**config.mk**
```make
export PLATFORM = sky130hd
export DESIGN_NAME = fct_ctrl
export DESIGN_NICKNAME = d
export VERILOG_FILES = /design/src/hw/rtl/fct_pkg.sv /design/src/hw/rtl/fct_ctrl.sv
export SDC_FILE = /design/constraint.sdc
export NUM_CORES = 1
export LEC_CHECK = 0
export ABC_AREA = 1
export ABC_CLOCK_PERIOD_IN_PS = 7800
export BUFFER_PORTS_ARGS = -buffer_cell sky130_fd_sc_hd__buf_4
export CAP_MARGIN = 30
export CORE_MARGIN = 3
export CORE_UTILIZATION = 32
export DETAILED_ROUTE_END_ITERATION = 12
export GPL_TIMING_DRIVEN = 0
export PLACE_DENSITY_LB_ADDON = 0.05
export SYNTH_ARGS = -nofsm -noshare
export SYNTH_HDL_FRONTEND = slang
export SYNTH_SLANG_ARGS = --single-unit
```
**constraint.sdc**
```tcl
create_clock -name clk_i -period 7.8 [get_ports clk_i]
set_input_delay 1.17 -clock clk_i [delete_from_list [all_inputs] [get_ports clk_i]]
set_output_delay 1.17 -clock clk_i [all_outputs]
set_load 0.05 [all_outputs]
```
**src/hw/rtl/fct_pkg.sv**
```systemverilog
// Shared types, constants and helpers of the cluster allocation table engine.
package fct_pkg;

  localparam int MAX_TABLE_SECTORS  = 32;
  localparam int ENTRIES_PER_SECTOR = 128;
  localparam int TABLE_DEPTH        = MAX_TABLE_SECTORS * ENTRIES_PER_SECTOR;
  localparam int ADDR_W             = $clog2(TABLE_DEPTH);
  localparam int LIM_W              = ADDR_W + 1;
  localparam int SECT_SHIFT         = $clog2(ENTRIES_PER_SECTOR);
  localparam int LINK_W             = 28;
  localparam int ENTRY_W            = 32;
  localparam int TS_W               = 6;
  localparam int CMD_W              = 2;
  localparam int STATUS_W           = 3;
  localparam int RES_CL_W           = 12;

  localparam logic [TS_W-1:0]   TS_RESET = TS_W'(32);
  localparam logic [LINK_W-1:0] END_MARK = 28'hFFFFFFF;

  localparam logic [CMD_W-1:0] CMD_SET   = 2'd0;
  localparam logic [CMD_W-1:0] CMD_ALLOC = 2'd1;
  localparam logic [CMD_W-1:0] CMD_FREE  = 2'd2;
  localparam logic [CMD_W-1:0] CMD_READ  = 2'd3;

  localparam logic [STATUS_W-1:0] ST_OK     = 3'd0;
  localparam logic [STATUS_W-1:0] ST_LOW    = 3'd1;
  localparam logic [STATUS_W-1:0] ST_BOUNDS = 3'd2;
  localparam logic [STATUS_W-1:0] ST_FULL   = 3'd3;
  localparam logic [STATUS_W-1:0] ST_CHAIN  = 3'd4;

  typedef struct packed {
    logic              we;
    logic              re;
    logic [ADDR_W-1:0] addr;
    logic [LINK_W-1:0] wdata;
  } mem_req_t;

  typedef struct packed {
    logic [STATUS_W-1:0] status;
    logic [ADDR_W-1:0]   cluster;
    logic [LINK_W-1:0]   value;
  } res_t;

  function automatic logic [STATUS_W-1:0] check_cluster(
    input logic [LINK_W-1:0] cl,
    input logic [LIM_W-1:0]  lim
  );
    logic [STATUS_W-1:0] st;
    st = ST_OK;
    if (cl < LINK_W'(2)) begin
      st = ST_LOW;
    end else if (cl >= LINK_W'(lim)) begin
      st = ST_BOUNDS;
    end
    return st;
  endfunction

endpackage

```
**src/hw/rtl/fct_ctrl.sv**
```systemverilog
// Command sequencer that reads, modifies and writes back the link table.
module fct_ctrl (
  input  logic                          clk_i,
  input  logic                          rst_ni,
  input  logic                          in_valid_i,
  output logic                          in_ready_o,
  input  logic [fct_pkg::CMD_W-1:0]     command_i,
  input  logic [fct_pkg::LINK_W-1:0]    cluster_i,
  input  logic [fct_pkg::LINK_W-1:0]    next_value_i,
  input  logic [fct_pkg::LIM_W-1:0]     lim_i,
  input  logic                          out_free_i,
  output logic                          out_load_o,
  output fct_pkg::res_t                 res_o,
  output fct_pkg::mem_req_t             mem_req_o,
  input  logic [fct_pkg::LINK_W-1:0]    mem_rdata_i
);

  localparam logic [3:0] S_CLEAR     = 4'd0;
  localparam logic [3:0] S_IDLE      = 4'd1;
  localparam logic [3:0] S_ALLOC     = 4'd2;
  localparam logic [3:0] S_FREE_CHK  = 4'd3;
  localparam logic [3:0] S_FREE_DATA = 4'd4;
  localparam logic [3:0] S_READ_DATA = 4'd5;
  localparam logic [3:0] S_RESP      = 4'd6;

  logic [3:0]                   state_q, state_d;
  logic [fct_pkg::ADDR_W-1:0]   idx_q, idx_d;
  logic [fct_pkg::LINK_W-1:0]   cur_q, cur_d;
  fct_pkg::res_t                res_q, res_d;
  logic [fct_pkg::STATUS_W-1:0] chk;
  logic [fct_pkg::LIM_W-1:0]    idx_next;

  assign in_ready_o = (state_q == S_IDLE);
  assign res_o      = res_q;
  assign idx_next   = fct_pkg::LIM_W'(idx_q) + fct_pkg::LIM_W'(1);

  always_comb begin
    state_d    = state_q;
    idx_d      = idx_q;
    cur_d      = cur_q;
    res_d      = res_q;
    out_load_o = 1'b0;
    mem_req_o  = '0;
    chk        = fct_pkg::ST_OK;
    case (state_q)
      S_CLEAR: begin
        mem_req_o.we   = 1'b1;
        mem_req_o.addr = idx_q;
        idx_d          = fct_pkg::ADDR_W'(idx_next);
        if (idx_q == fct_pkg::ADDR_W'(fct_pkg::TABLE_DEPTH - 1)) begin
          state_d = S_IDLE;
        end
      end
      S_IDLE: begin
        if (in_valid_i) begin
          res_d = '0;
          cur_d = cluster_i;
          chk   = fct_pkg::check_cluster(cluster_i, lim_i);
          case (command_i)
            fct_pkg::CMD_SET: begin
              res_d.status = chk;
              if (chk == fct_pkg::ST_OK) begin
                mem_req_o.we    = 1'b1;
                mem_req_o.addr  = cluster_i[fct_pkg::ADDR_W-1:0];
                mem_req_o.wdata = next_value_i;
              end
              state_d = S_RESP;
            end
            fct_pkg::CMD_ALLOC: begin
              if (lim_i <= fct_pkg::LIM_W'(2)) begin
                res_d.status = fct_pkg::ST_FULL;
                state_d      = S_RESP;
              end else begin
                mem_req_o.re   = 1'b1;
                mem_req_o.addr = fct_pkg::ADDR_W'(2);
                idx_d          = fct_pkg::ADDR_W'(2);
                state_d        = S_ALLOC;
              end
            end
            fct_pkg::CMD_FREE: begin
              state_d = S_FREE_CHK;
            end
            default: begin
              res_d.status = chk;
              if (chk == fct_pkg::ST_OK) begin
                mem_req_o.re   = 1'b1;
                mem_req_o.addr = cluster_i[fct_pkg::ADDR_W-1:0];
                state_d        = S_READ_DATA;
              end else begin
                state_d = S_RESP;
              end
            end
          endcase
        end
      end
      S_ALLOC: begin
        if (mem_rdata_i == '0) begin
          mem_req_o.we    = 1'b1;
          mem_req_o.addr  = idx_q;
          mem_req_o.wdata = fct_pkg::END_MARK;
          res_d.status    = fct_pkg::ST_OK;
          res_d.cluster   = idx_q;
          state_d         = S_RESP;
        end else if (idx_next >= lim_i) begin
          res_d.status = fct_pkg::ST_FULL;
          state_d      = S_RESP;
        end else begin
          mem_req_o.re   = 1'b1;
          mem_req_o.addr = fct_pkg::ADDR_W'(idx_next);
          idx_d          = fct_pkg::ADDR_W'(idx_next);
        end
      end
      S_FREE_CHK: begin
        chk = fct_pkg::check_cluster(cur_q, lim_i);
        if (cur_q == '0 || cur_q == fct_pkg::END_MARK) begin
          res_d.status = fct_pkg::ST_OK;
          state_d      = S_RESP;
        end else if (chk == fct_pkg::ST_LOW) begin
          res_d.status = fct_pkg::ST_LOW;
          state_d      = S_RESP;
        end else if (chk == fct_pkg::ST_BOUNDS) begin
          res_d.status = fct_pkg::ST_CHAIN;
          state_d      = S_RESP;
        end else begin
          mem_req_o.re   = 1'b1;
          mem_req_o.addr = cur_q[fct_pkg::ADDR_W-1:0];
          state_d        = S_FREE_DATA;
        end
      end
      S_FREE_DATA: begin
        mem_req_o.we   = 1'b1;
        mem_req_o.addr = cur_q[fct_pkg::ADDR_W-1:0];
        cur_d          = mem_rdata_i;
        state_d        = S_FREE_CHK;
      end
      S_READ_DATA: begin
        res_d.value = mem_rdata_i;
        state_d     = S_RESP;
      end
      S_RESP: begin
        if (out_free_i) begin
          out_load_o = 1'b1;
          state_d    = S_IDLE;
        end
      end
      default: begin
        state_d = S_IDLE;
      end
    endcase
  end

  always_ff @(posedge clk_i or negedge rst_ni) begin
    if (!rst_ni) begin
      state_q <= S_CLEAR;
      idx_q   <= '0;
    end else begin
      state_q <= state_d;
      idx_q   <= idx_d;
    end
  end

  always_ff @(posedge clk_i) begin
    cur_q <= cur_d;
    res_q <= res_d;
  end

endmodule

```
==> run_results.csv <==
group,metric,value,unit
layout,fin_nets,1214,
layout,final_util,0.443,
min_path,min_from,"idx_q[1]",
critical_path,path_cells,"ha_1 > nand3_1 > nor3_1 > xor2_1 > inv_1 > ha_1 > nand2_1 > inv_1 > nand2_1 > nand2_1 > a21oi_1 > nand3_1 > nor2_1 > buf_2 > nand3_1 > nand2_1 > nor2_1 > nand2_1 > buf_4",
status,outcome,"finished, final reports clean",
sta,min_period,4.73,ns
power_and_ir_drop,p_leak,0.00428,uW
logic_synthesis,synth_most_common_cell,"nand2_1",
clock_tree,clk_pin_slew_worst_paths,0.06,ns
clock_tree,clock_path_buffers,2,
detailed_routing,dr_wl_met3,1120,um
sta,max-slew-margin-rel,0.555,
placed_design,place_ws,3.25,ns
logic_synthesis,synth.top_cells.by_area,"edfxtp_1 (33%), nand2_1 (13%), inv_1 (9.1%)",
critical_path,rrSetupSlack,4.73,ns
floorplan,core-area,19100,um^2
global_routing,grt_usage,0.186,
detailed_routing,first_iter_violations,373,
detailed_routing,vias,6057,
layout,drive_gt1_frac,0.247,
detailed_routing,met1_length,10600,um
global_routing,grt_overflow_total,0,
logic_synthesis,yosys.area.top_type,"edfxtp_1",
clock_tree,cts_max_level,3,
min_path,worstHoldPathType,"flop to flop",
detailed_routing,drc,0,
logic_synthesis,synth_warnings,0,
clock_tree,clock-root-buffer,"clkbuf_16",
sta,tightestPinTransition,0.665,ns
floorplan,die_x,147,um
power_and_ir_drop,power_density,312,nW/um^2
clock_tree,cts_setup_buffers,0,
logic_synthesis,async_flop_share,0.174,
floorplan,die_area,21700,um^2
critical_path,timing.rr.end,"idx_q[3]",
logic_synthesis,postSynthCellCount,865,
critical_path,criticalPathCategory,"flop to primary output",
min_path,hold_depth,2,
logic_synthesis,synth_fp_nets,1012,
logic_synthesis,synth_edf_count,71,
layout,nFillCells,2070,
critical_path,cp.arrival,3.56,ns
critical_path,endpoint_kind,"primary output",
clock_tree,cts_made_buffers,9,
sta,worst_slack,3.07,ns
logic_synthesis,synth.avg_cell_area,7.37,um^2
min_path,hold_end,"idx_q[1]",
logic_synthesis,synth_ff_type,"edfxtp_1",
sta,max_clock_freq,212,MHz
sta,rsz0062_at_grt,"no",
flow_run,cap_violations,0,
clock_tree,cts_resized,0,
sta,period_share,0.606,
sta,finalMaxSlewViolations,0,
power_and_ir_drop,peakVddDrop,0.000184,V
sta,hold_viol_final,0,
layout,stdcell_area,8490,um^2
logic_synthesis,synth_cell_type_count,40,
placed_design,dpl.hpwl,16700,um
clock_tree,clkSinkCount,86,
logic_synthesis,syn_area,6370,um^2
global_routing,grt_antenna_before_repair,0,
detailed_routing,firstDrtPassIters,5,
global_routing,grt_max_degree,17,
critical_path,crit_start,"idx_q[0]",
global_routing,grt_pass1_wl,32000,um
floorplan,num_io_pins,190,
detailed_routing,drt_wl_total,20400,um
logic_synthesis,yosysTopAreaCellShare,0.334,
clock_tree,clk_latency,0.36,ns
critical_path,cp-start-kind,"flop",
layout,n_antenna_cell,0,
detailed_routing,via_per_inst,4.55,
sta,setup_viol,0,
critical_path,required,6.63,ns
critical_path,cp_slowest_cell,"dfrtp_1",
logic_synthesis,ys_seq_elements,86,
critical_path,critPathMaxFanout,10,
detailed_routing,antenna_left,0,
placed_design,dpl_cell_area,8160,um^2
placed_design,placement.io_buffers,189,
critical_path,path_common_cell,"nand2_1",
floorplan,die_h,147,um
placed_design,globalplace.congestion,0.857,
critical_path,max_stage_delay,0.44,ns
power_and_ir_drop,finalPower,2650,uW
critical_path,ff2ff_path_depth,17,
floorplan,initial_utilization,0.333,
sta,tns,0,ns
sta,skew,0.0136,ns
clock_tree,hold_buffers,0,
logic_synthesis,netlist_top_cells_count,"nand2_1 (213), inv_1 (155), nor2_1 (114)",
logic_synthesis,ys_seq_area_frac,0.393,
detailed_routing,wl_per_cell,15.3,um
clock_tree,tritoncts,"yes",
layout,area_delta_synth_final,33.2,%
detailed_routing,wl_met2,8540,um
global_routing,first_global_vias,5920,
critical_path,regToRegStartpoint,"idx_q[0]",
detailed_routing,dr.max_layer_used,"met4",
floorplan,rows,50,
[flip-flops by register name, indices dropped and copies added (netlist names)]
name	flops
state_q	3
res_o	43
idx_q	12
cur_q	28
[worst max-delay path: cells and delay by family (launching register included)]
kind | cells | cell delay, ns
AND/OR/NAND/NOR | 11 | 1.24
adder cells (fa/ha/maj) | 2 | 0.60
buffers and inverters | 4 | 0.58
flip-flops | 1 | 0.44
AO/OA/AOI/OAI | 1 | 0.19
XOR/XNOR | 1 | 0.16
[routing by layer]
layer  GRT usage  vias to the layer above
met2       0.278                      162
met3      0.0401                       14
met4      0.0303                        0
li1            -                     3158
met1       0.279                     2723
met5           0                        -
[how the worst max path moves through the flow]
| stage | to |
|---|---|
| 6_report | mem_req_o[39] |
| 3_3_place_gp | mem_req_o[39] |
| 4_1_cts | mem_req_o[39] |
| 3_5_place_dp | mem_req_o[39] |
| 5_1_grt | mem_req_o[39] |
| 2_1_floorplan | mem_req_o[13] |
[where the power goes]
group / leakage [uW] / internal [uW] / total [uW] / switching, uW
Combinational: 0.00326 / 407 / 1360 / 951
Sequential: 0.000861 / 683 / 794 / 111
Clock: 0.000160 / 286 / 495 / 209
[kinds of logic (layout without fill, tap and decap cells)]
kind of cell,Yosys count,count (layout),synth area share
simple gates,439,439,0.308
buf+inv,188,395,0.118
compound gates,98,98,0.0799
flops,86,86,0.393
fa+ha+maj,44,44,0.0864
xor+xnor,10,10,0.0149
[placed cells by master (no fill, tap or decap), types with 3 or more instances in the layout]
cell	n
nand3_2	3
clkbuf_1	12
clkbuf_16	9
a21oi_1	15
inv_2	8
nor2_2	16
nand3_1	32
dfrtp_1	15
nand2_1	213
nand2_2	3
nor2_1	114
nand3b_1	4
xor2_1	9
o21ai_1	24
nand4_1	27
nor2_4	5
inv_6	3
buf_6	3
o21ai_0	52
buf_2	8
buf_4	189
inv_1	155
nor3_1	9
ha_1	44
edfxtp_1	71
[through the flow]
step,hold slack (ns),std cells
6_report,0.579,1332
5_1_grt,0.600,1332
4_1_cts,0.579,1332
3_5_place_dp,0.562,1316
3_3_place_gp,0.564,1314
2_1_floorplan,0.505,865
[final cells by class]
type	instances	area (um^2)	area share
inverter	163	612	0.0721
multi-input combinational	591	3120	0.367
timing repair buffer	191	1460	0.172
buffer	25	139	0.0164
sequential	86	2510	0.295
tap	260	325	0.0383
clock buffer	9	225	0.0265
clock inverter	7	101	0.0119
Power figures use the tool's default switching activity.
